### src/bps_pkg.sv
// shared constants, codes and types of the binned peak score table
`timescale 1ns / 1ps

package bps_pkg;

   // table geometry
   localparam int NUM_CHROMOSOMES     = 20;
   localparam int BINS_PER_CHROMOSOME = 1024;
   localparam int TABLE_DEPTH         = NUM_CHROMOSOMES * BINS_PER_CHROMOSOME;
   localparam int ADDR_W              = $clog2(TABLE_DEPTH);
   localparam int BIN_W               = (BINS_PER_CHROMOSOME > 1) ?
                                        $clog2(BINS_PER_CHROMOSOME) : 1;

   // field widths
   localparam int CHR_W       = 5;
   localparam int POS_W       = 28;
   localparam int SCORE_W     = 16;
   localparam int BIDX_W      = 10;
   localparam int BIN_WIDTH_W = 28;
   localparam int SEL_W       = 6;
   localparam int WIN_W       = 29;
   localparam int CSR_DATA_W  = 29;
   localparam int CSR_IDX_W   = 2;
   localparam int REQ_DATA_W  = 64;
   localparam int RSP_DATA_W  = 64;
   localparam int ENTRY_W     = SCORE_W + POS_W;
   localparam int PROD_W      = BIN_W + 1 + BIN_WIDTH_W;
   localparam int DIV_CNT_W   = $clog2(POS_W + 1);

   // span of positions covered by the table
   localparam longint GENOME_SPAN = 200000000;

   // register reset values
   localparam logic [BIN_WIDTH_W-1:0] BIN_WIDTH_RESET = BIN_WIDTH_W'(1000000);
   localparam logic [SEL_W-1:0]       SEL_NONE        = {SEL_W{1'b1}};
   localparam logic [WIN_W-1:0]       WIN_NONE        = {WIN_W{1'b1}};

   // operation codes
   localparam logic OP_RECORD = 1'b0;
   localparam logic OP_READ   = 1'b1;

   // register indexes
   typedef enum logic [CSR_IDX_W-1:0] {
      CSR_BIN_WIDTH = 2'd0,
      CSR_CHR_SEL   = 2'd1,
      CSR_WIN_START = 2'd2,
      CSR_WIN_STOP  = 2'd3
   } csr_index_type;

   // table memory access
   typedef struct packed {
      logic               write;
      logic [ADDR_W-1:0]  waddr;
      logic [ENTRY_W-1:0] wdata;
      logic [ADDR_W-1:0]  raddr;
   } mem_req_type;

endpackage

### src/bps_div.sv
// restoring divider, one quotient bit per cycle
`timescale 1ns / 1ps

module bps_div (
   input  logic                                clock,
   input  logic                                reset,
   input  logic                                start,
   input  logic [bps_pkg::POS_W-1:0]           dividend,
   input  logic [bps_pkg::BIN_WIDTH_W-1:0]     divisor,
   output logic                                done,
   output logic [bps_pkg::POS_W-1:0]           quotient
);

   logic                              busy_ff;
   logic                              done_ff;
   logic [bps_pkg::POS_W:0]           rem_ff;
   logic [bps_pkg::POS_W-1:0]         quo_ff;
   logic [bps_pkg::BIN_WIDTH_W-1:0]   dsr_ff;
   logic [bps_pkg::DIV_CNT_W-1:0]     cnt_ff;
   logic [bps_pkg::POS_W:0]           rem_shift;
   logic [bps_pkg::POS_W:0]           rem_sub;
   logic                              fits;

   // trial subtract of the shifted remainder
   always_comb begin
      rem_shift = {rem_ff[bps_pkg::POS_W-1:0], quo_ff[bps_pkg::POS_W-1]};
      rem_sub   = rem_shift - (bps_pkg::POS_W + 1)'(dsr_ff);
      fits      = rem_shift >= (bps_pkg::POS_W + 1)'(dsr_ff);
   end

   // iteration control and datapath
   always_ff @(posedge clock) begin
      if (reset) begin
         busy_ff <= 1'b0;
         done_ff <= 1'b0;
      end else begin
         done_ff <= 1'b0;
         if (start) begin
            busy_ff <= 1'b1;
            rem_ff  <= '0;
            quo_ff  <= dividend;
            dsr_ff  <= divisor;
            cnt_ff  <= bps_pkg::DIV_CNT_W'(bps_pkg::POS_W);
         end else if (busy_ff) begin
            rem_ff <= fits ? rem_sub : rem_shift;
            quo_ff <= {quo_ff[bps_pkg::POS_W-2:0], fits};
            cnt_ff <= cnt_ff - 1'b1;
            if (cnt_ff == bps_pkg::DIV_CNT_W'(1)) begin
               busy_ff <= 1'b0;
               done_ff <= 1'b1;
            end
         end
      end
   end

   assign done     = done_ff;
   assign quotient = quo_ff;

endmodule

### config.mk
export PLATFORM = sky130hd
export DESIGN_NAME = bps_div
export DESIGN_NICKNAME = d
export VERILOG_FILES = /design/src/bps_pkg.sv /design/src/bps_div.sv
export SDC_FILE = /design/constraint.sdc
export NUM_CORES = 1
export LEC_CHECK = 0
export BUFFER_PORTS_ARGS = -buffer_cell sky130_fd_sc_hd__buf_2
export CAP_MARGIN = 5
export CORE_MARGIN = 3
export CORE_UTILIZATION = 43
export CTS_CLUSTER_SIZE = 16
export DETAILED_ROUTE_END_ITERATION = 6
export PLACE_DENSITY_LB_ADDON = 0.3
export SLEW_MARGIN = 20
export SYNTH_ARGS = -nofsm -noshare
export SYNTH_HDL_FRONTEND = slang
export SYNTH_SLANG_ARGS = --single-unit
export TNS_END_PERCENT = 20
### constraint.sdc
create_clock -name clock -period 6.8 [get_ports clock]
set_input_delay 0.34 -clock clock [delete_from_list [all_inputs] [get_ports clock]]
set_output_delay 0.34 -clock clock [all_outputs]
set_load 0.01 [all_outputs]
* Yosys cells after proc, flatten, opt, wreduce, memory -nomap -nowiden
Index checks and enable logic that the tools add are counted.
Word-level totals: bits in registers 91, input bits 59, output and inout port bits 29, logic and storage cells 25
Cells by class: add/sub/neg operators 2, order comparisons 1, eq/ne operators 1, multiplexer cells 9, bitwise gates (word level) 2, reduce and logical (&&, ||, !) cells 4
Operators by type and width (count):
- $mux W28 | 4
- $ge A29 B28 Y1 | 1
- $sub A28 B28 Y28 | 1
- $eq A5 B1 Y1 const B | 1
- $mux W5 | 1
- $sub A5 B1 Y5 const B | 1
- $mux W1 | 4
- $reduce_and A2 Y1 | 2
- $reduce_or A3 Y1 | 1
- $not A1 Y1 | 2
- $reduce_bool A2 Y1 | 1

* Logic depth before layout (Yosys ltp)
Gate-level depths: netlist of run 1.
word-level depth 4, gate-level depth with buffers 13, gate-level depth less buffers 11

* Worst setup path before layout of run 1
OpenSTA, ideal clock, no wires.
kind input -> register, start point input start, end point register cnt_ff[0] in the netlist's numbering, enable pin, setup time 0.480 ns, arrival 3.508 ns, data required time 6.320 ns, path slack 2.812 ns, stages 4, buffers on the path 2, path through clkbuf_1 -> clkbuf_1 -> nor2_1 -> nor2_1
Between the ends: word-level cells in the longest chain between the ends 2
RTL lines:
- from (decl) | line bps_div.sv:7 | input logic start,
- $reduce_bool A2 Y1 (no line)
- $reduce_and A2 Y1 (no line)
- to (signal assigned) | line bps_div.sv:43 | cnt_ff <= bps_pkg::DIV_CNT_W'(bps_pkg::POS_W);
- to (signal assigned) | line bps_div.sv:47 | cnt_ff <= cnt_ff - 1'b1;
- to (decl) | line bps_div.sv:19 | logic [bps_pkg::DIV_CNT_W-1:0] cnt_ff;
No other way between the ends. A chain may end at the register's enable or synchronous reset.

* Worst setup path in the final report of run 1
start point register rem_ff[10] in the netlist's numbering, end point register quo_ff, in the netlist quotient[0] (data pin)
Between the ends: word-level cells in the longest chain between the ends 3
RTL lines:
- from (decl) | line bps_div.sv:16 | logic [bps_pkg::POS_W:0] rem_ff;
- from (signal assigned) | line bps_div.sv:45 | rem_ff <= fits ? rem_sub : rem_shift;
- $ge A29 B28 Y1 | line bps_div.sv:28 | fits = rem_shift >= (bps_pkg::POS_W + 1)'(dsr_ff);
- $mux W28 | line bps_div.sv:44 | end else if (busy_ff) begin
- $mux W28 | line bps_div.sv:38 | if (start) begin
- to (signal assigned) | line bps_div.sv:41 | quo_ff <= dividend;
- to (signal assigned) | line bps_div.sv:46 | quo_ff <= {quo_ff[bps_pkg::POS_W-2:0], fits};
- to (decl) | line bps_div.sv:17 | logic [bps_pkg::POS_W-1:0] quo_ff;
No other way between the ends. The select of a mux whose other input is x is not followed.

==> results of run 1 <==
[state kept, by name, summed over array words and instances, names as in the netlist]
name	cells
dsr_ff	28
quotient	28
rem_ff	28
cnt_ff	5
busy_ff	1
done	1
[routing by layer]
layer,share of wire,vias to the layer above
met3,0.079,8
met1,0.44,1846
met4,0.0084,0
met2,0.47,115
met5,0,-
li1,-,1964
[power groups by stage]
stage,logic [mW],registers (mW),clock network (mW)
after detailed placement,0.376,0.707,0
final,0.379,0.695,0.558
after CTS,0.379,0.695,0.577
after global placement,0.367,0.705,0
after floorplan,0.285,0.709,0
after global routing,0.427,0.700,0.596
[final cells by class]
type                            count  area share
Clock buffer                        9      0.0362
Clock inverter                      7      0.0173
Sequential cell                    91       0.436
Tap cell                          164      0.0330
Inverter                           42      0.0254
Timing Repair Buffer               91      0.0749
Multi-Input combinational cell    336       0.377
[worst reg2reg max path: cells and delay by family (launching register included)]
family,cells,cell delay [ns]
flops,1,0.40
simple gates,2,0.76
compound gates,4,0.98
fa+ha+maj,1,0.36
mux,1,0.49
[through the flow]
step	power, mW	std cells	util	area [sq um]
floorplan	0.993	490	-	5310
global placement	1.07	724	0.500	5880
detailed placement	1.08	724	0.500	5880
CTS	1.65	740	0.528	6210
global route	1.72	740	0.529	6220
finish	1.63	740	0.529	6220
[layout by cell type, fill, tap and decap left out, types with 2 or more instances in the layout]
cell,synthesis,layout
mux2_2,29,29
clkbuf_16,0,9
nor2_1,23,21
o21ai_0,26,26
o2111ai_1,3,3
inv_8,0,2
o21a_1,3,3
nand2_1,53,53
nor3_1,6,6
xnor2_1,11,11
or3b_1,3,3
nor4b_1,2,2
a21oi_1,47,47
buf_2,7,87
xor2_1,6,6
edfxtp_1,89,89
nand3_1,11,10
and3_1,7,7
nor2b_1,9,9
nand4_1,2,2
a31oi_1,6,6
dfxtp_1,2,2
inv_1,42,42
bufinv_16,0,2
buf_4,4,4
o21ai_2,2,2
a21boi_0,7,7
or3_1,3,3
o211ai_1,2,2
ha_1,30,30
o31ai_1,2,2
a21o_1,9,9
and2_1,4,4
a211oi_1,7,7
mux2i_1,3,3
[cells by family (layout without fill, tap and decap cells)]
group | Yosys count | count (layout) | share of synthesized area
and+or+nand+nor | 132 | 132 | 0.123
DFF | 91 | 91 | 0.511
buffers and inverters | 63 | 149 | 0.0507
adders and majority gates | 31 | 31 | 0.0745
AOI/OAI and AO/OA | 124 | 124 | 0.146
xor gates and xnor gates | 17 | 17 | 0.0280
muxes | 32 | 32 | 0.0672
[final timing paths]
path / slack (ns) / from / to / cells after the start
setup reg to reg: 3.57 / rem_ff[10]$_SDFFCE_PP0P_ / quotient[0]$_DFFE_PP_ / 8
setup / recovery: 3.57 / rem_ff[10]$_SDFFCE_PP0P_ / quotient[0]$_DFFE_PP_ / 8
hold / removal: 0.16 / divisor[18] / dsr_ff[18]$_DFFE_PP_ / 1
hold reg to reg: 0.52 / busy_ff$_SDFF_PP0_ / done$_SDFF_PP0_ / 1
==> metrics, run 1 <==
Detailed Place HPWL=between 8000 and 9000 um; pins over their slew limit=0; PwrDens=about 260 nW/um^2; Synth top cells by count=edfxtp_1 (89), nand2_1 (53), a21oi_1 (47); Worst Setup Slack, final=3.57 ns; Setup Fix Bufs, Post-CTS=0; WP buf/inv=0; Avg Inst Size Synth=around 11 sq um; # diodes=0; Sw Share=0.288; # fillers=1,049; die height=between 100 and 150 um; status=finished, final reports clean; RSZ-0062 raised after global routing=no; register area share after synthesis=0.511; first-pass GRT wire length=around 19,000 um; Initial Util=0.451; Placer Congestion=about 0.90; TNS Setup=0 ns; Async SR Flop Fraction=0; Int Power=1.16 mW; CTS Buffer Depth=2; Core Rows=39; Switch Pwr=approximately 0.47 mW; grt ovf=0; Via density=roughly 5.3; GR peak layer=met2; Min Clock Period, post-route=roughly 3.2 ns; DRT iter0 DRCs=between 200 and 300; part of the cycle the worst path needs=0.475; prevailing post-synth register cell=edfxtp_1; synth unique cells=55; hold slack=between 0.15 and 0.2 ns; CTS resizes=0; die width=approximately 120 um; Core ar.=11,800 sq um; total wire length=11,300 um; DR vias=3,933; combinational share of power=0.232; Setup WS pre-CTS=between 3 and 4 ns; Cells after Synth=between 400 and 500; crit path kind=flop to flop; Hold WC Path Type=primary input to flop; Final nets=between 600 and 700; clock share of power=0.342; crit path DAT=around 3.3 ns; die area=13,700 sq um; Post-Route Skew=roughly 0.009 ns; input/output buffers=87; EDFF count, synth=89; Area contributors post-synth=edfxtp_1 (50%), ha_1 (7.1%), mux2_2 (6.2%), a21oi_1 (4.4%), nand2_1 (3.7%); CTS tree=done; Synth Warn #=0; leading area contributor after synthesis=edfxtp_1; TritonCTS buffer count=9; Largest delay share family, worst path=compound AO/OA/AOI/OAI gates; worst skew pair latency=approximately 0.35 ns; layout cell share with drive strength beyond 1=0.257; Setup violations, final=0; critical path's largest stage delay=between 0.5 and 0.6 ns; Synth Net Count=580; Post-DRT Antenna Nets=0; CP dominant cell by count=a21oi_1; Worst slew margin=0.456; LEAKAGE=approximately 2.6 nW; IO Pins=between 80 and 90; CTS clk-pin slew, worst paths=0.07 ns; drt pass-1 iters=4; max cap viols=0; register area=about 2700 sq um; vias in the first global route=approximately 4,000; Mapped Area=about 5300 sq um; endpoints failing hold=0; Clock Tree Root=clkbuf_16; area grow syn2layout=17.1%; Peak Freq=0.309 GHz; multi-input logic area=approximately 2300 sq um; wire length per cell=about 15 um; VDD IR max=approximately 0.19 mV; startpoint types=flop; post-synthesis register bit count=91; Crit Path Max Fanout=29; CTS Hold Bufs=0; # clock sinks=about 90; GR Layer Usage met3=0.0689; # DRC=0; initial antenna violation count=0; CP required=roughly 6.9 ns; top-count cell post-synth=edfxtp_1; CP endpoint kind=flop; part of the power in registers=0.426; largest net degree at the start of global routing=just over 60; CP max-delay cell=nand3_2; H-tree Lvls=3; M1 GR Usage=0.231; Yosys top cell area share=0.503; GRT met2 Usage=0.280; gr usage total=0.177; Slew @ Worst Pin=~0.82 ns; Cell Chain, Critical Path=ha_1, a21oi_1, o21ai_0, a21oi_1, nand4b_1, o211ai_1, nand3_2, mux2_2
(Power assumes the default switching activity.)
==> run 2: changes to the inputs <==
Clock period 6.8 ns to 2.6 ns, I/O delays scaled along.
==> run 2 against run 1 <==
Effect of this change: the flow now finishes with violations (setup timing); critical path depth rose by 3; clock-buffer cell count rose by 1; total power rose to 2.8 times the previous value; design area rose by 17%; utilization rose by 9.1 points; combinational power rose to 3.6 times the previous value; maximum frequency rose by 17%; register-to-register slack got worse by 3.7 ns; setup slack got worse by 3.7 ns; critical endpoint is now rem_ff[24]$_SDFFCE_PP0P_; highest routed layer unchanged.
==> metrics, run 2 (synthesized netlist as in run 1, its figures left out) <==
gr usage total=0.196; Initial Util=0.451; Setup violations, final=12; CTS tree=done; CP endpoint kind=flop; part of the power in registers=0.399; clock share of power=0.299; H-tree Lvls=3; violations in the final reports=setup timing; cell area after layout=between 7000 and 8000 sq um; CTS Buffer Depth=2; Final nets=between 700 and 800; max cap viols=0; part of the cycle the worst path needs=1.07; Min Clock Period, post-route=between 2 and 3 ns; status=finished, violations left; Core Rows=39; drt pass-1 iters=4; most frequent cells in the layout=edfxtp_1 (89), buf_2 (87), buf_4 (62), nand2_1 (50), inv_1 (41); total wire length=~13,000 um; startpoint types=flop; Post-Route Skew=between 0.01 and 0.015 ns; combinational share of power=0.301; Slew @ Worst Pin=0.644 ns; die width=117 um; Post-DRT Antenna Nets=0; DR vias=around 4,300; CP required=about 2.7 ns; Placer Congestion=a little over 0.9; Core ar.=about 12,000 sq um; Worst slew margin=0.570; VDD IR max=about 0.45 mV; DP Cell Count=just under 800; Switch Pwr=about 1.3 mW; LEAKAGE=about 3 nW; pins over their slew limit=0; crit path kind=flop to flop; initial antenna violation count=0; Detailed Place HPWL=between 8000 and 9000 um; Int Power=between 3 and 4 mW; # fillers=971; die height=117 um; Layout Cells excl Fill=approximately 830; reg2reg path depth=11; Clock Tree Root=clkbuf_16; grt ovf=0; DRT iter0 DRCs=roughly 170; die area=~14,000 sq um; largest net degree at the start of global routing=33; Crit Path Max Fanout=3; TritonCTS buffer count=9; layout cell share with drive strength beyond 1=0.374; worst skew pair latency=around 0.36 ns; IO Pins=roughly 90; input/output buffers=87; R2R setup slack=-0.17 ns; Hold WC Path Type=primary input to flop; wire length per cell=roughly 15 um; crit path DAT=~2.9 ns; Sw Share=0.292; # DRC=0; endpoints failing hold=0; first-pass GRT wire length=21,100 um; Placement Cell Area=between 6000 and 7000 sq um; commonest non-fill, non-tap cell in the layout=edfxtp_1; Via density=just over 5; RSZ-0062 raised after global routing=yes; # diodes=0; area grow syn2layout=37.2%; Final Total Pwr=approximately 4.6 mW; # clock sinks=around 90; PwrDens=around 630 nW/um^2; vias in the first global route=between 4,000 and 5,000; hold path depth=2; Peak Freq=between 0.3 and 0.4 GHz; CTS clk-pin slew, worst paths=~0.070 ns; TNS Setup=-1.07 ns; Worst Setup Slack, final=-0.173 ns
run 2: cell count changes in the layout (fill, tap and decap cells not counted), moves of 3 or more:
| cell | previous run | this run |
|---|---|---|
| nand2_2 | 0 | 3 |
| ha_4 | 0 | 11 |
| ha_2 | 0 | 3 |
| o21ai_0 | 26 | 21 |
| nor2b_2 | 0 | 3 |
| nand2_1 | 53 | 50 |
| nor2b_1 | 9 | 6 |
| buf_4 | 4 | 62 |
| ha_1 | 30 | 16 |
| buf_6 | 0 | 4 |
| a21oi_2 | 0 | 7 |
| a21oi_1 | 47 | 40 |
| dlygate4sd3_1 | 0 | 28 |
| o21ai_1 | 0 | 4 |
run 2: metal layers:
layer	vias to the layer above	global-route usage	part of all wire
met5	-	0	0
met4	0	0.0550	0.012
met3	14	0.0674	0.063
met2	118	0.322	0.49
met1	2035	0.248	0.44
li1	2140	-	-
run 2: timing repair:
action	CTS	global route
endpoints found under the setup margin	23	29
gates resized for setup	22	30
endpoints found under the hold margin	28	0
pin swaps	11	15
hold buffers	28	0
buffers inserted	3	6
cloned	0	1
run 2: final timing paths:
check | start | to
hold / removal | reset | busy_ff$_SDFF_PP0_
setup reg to reg | quotient[27]$_DFFE_PP_ | rem_ff[24]$_SDFFCE_PP0P_
hold reg to reg | busy_ff$_SDFF_PP0_ | done$_SDFF_PP0_
setup / recovery | quotient[27]$_DFFE_PP_ | rem_ff[24]$_SDFFCE_PP0P_
run 2: power groups by stage:
stage | Sequential, mW | Combinational (mW) | Clock [mW]
floorplan | 1.85 | 0.746 | 0
global placement | 1.84 | 1.14 | 0
detailed placement | 1.85 | 1.17 | 0
CTS | 1.83 | 1.28 | 1.40
global route | 1.84 | 1.53 | 1.46
finish | 1.83 | 1.38 | 1.37
run 2: worst max-delay path, cell delays in order (launching register included):
cell,delay [ns]
edfxtp_1,0.40
inv_1,0.08
ha_2,0.19
fa_2,0.22
nor2b_2,0.05
o31a_1,0.33
o41ai_4,0.39
o21a_1,0.20
o21ai_2,0.10
a2111oi_4,0.32
xor2_1,0.18
o31ai_1,0.07
run 2: area by class of cell:
type / instances / area (sq um) / share of cell area
tap: 164 / 205 / 0.0282
clock buffer: 10 / 239 / 0.0328
inverter: 42 / 158 / 0.0216
sequential: 91 / 2710 / 0.372
multi-input combinational: 336 / 2610 / 0.358
timing repair buffer: 184 / 1290 / 0.177
clock inverter: 6 / 68.8 / 0.00945
run 2: per-stage QoR:
stage / setup WS [ns] / utilization / hold slack, ns
finish: -0.173 / 0.619 / 0.0201
global route: -0.333 / 0.619 / 0.0203
CTS: -0.159 / 0.604 / 0.00533
detailed placement: -0.210 / 0.537 / 0.308
global placement: -0.126 / 0.537 / 0.309
floorplan: -0.0418 / - / 0.203
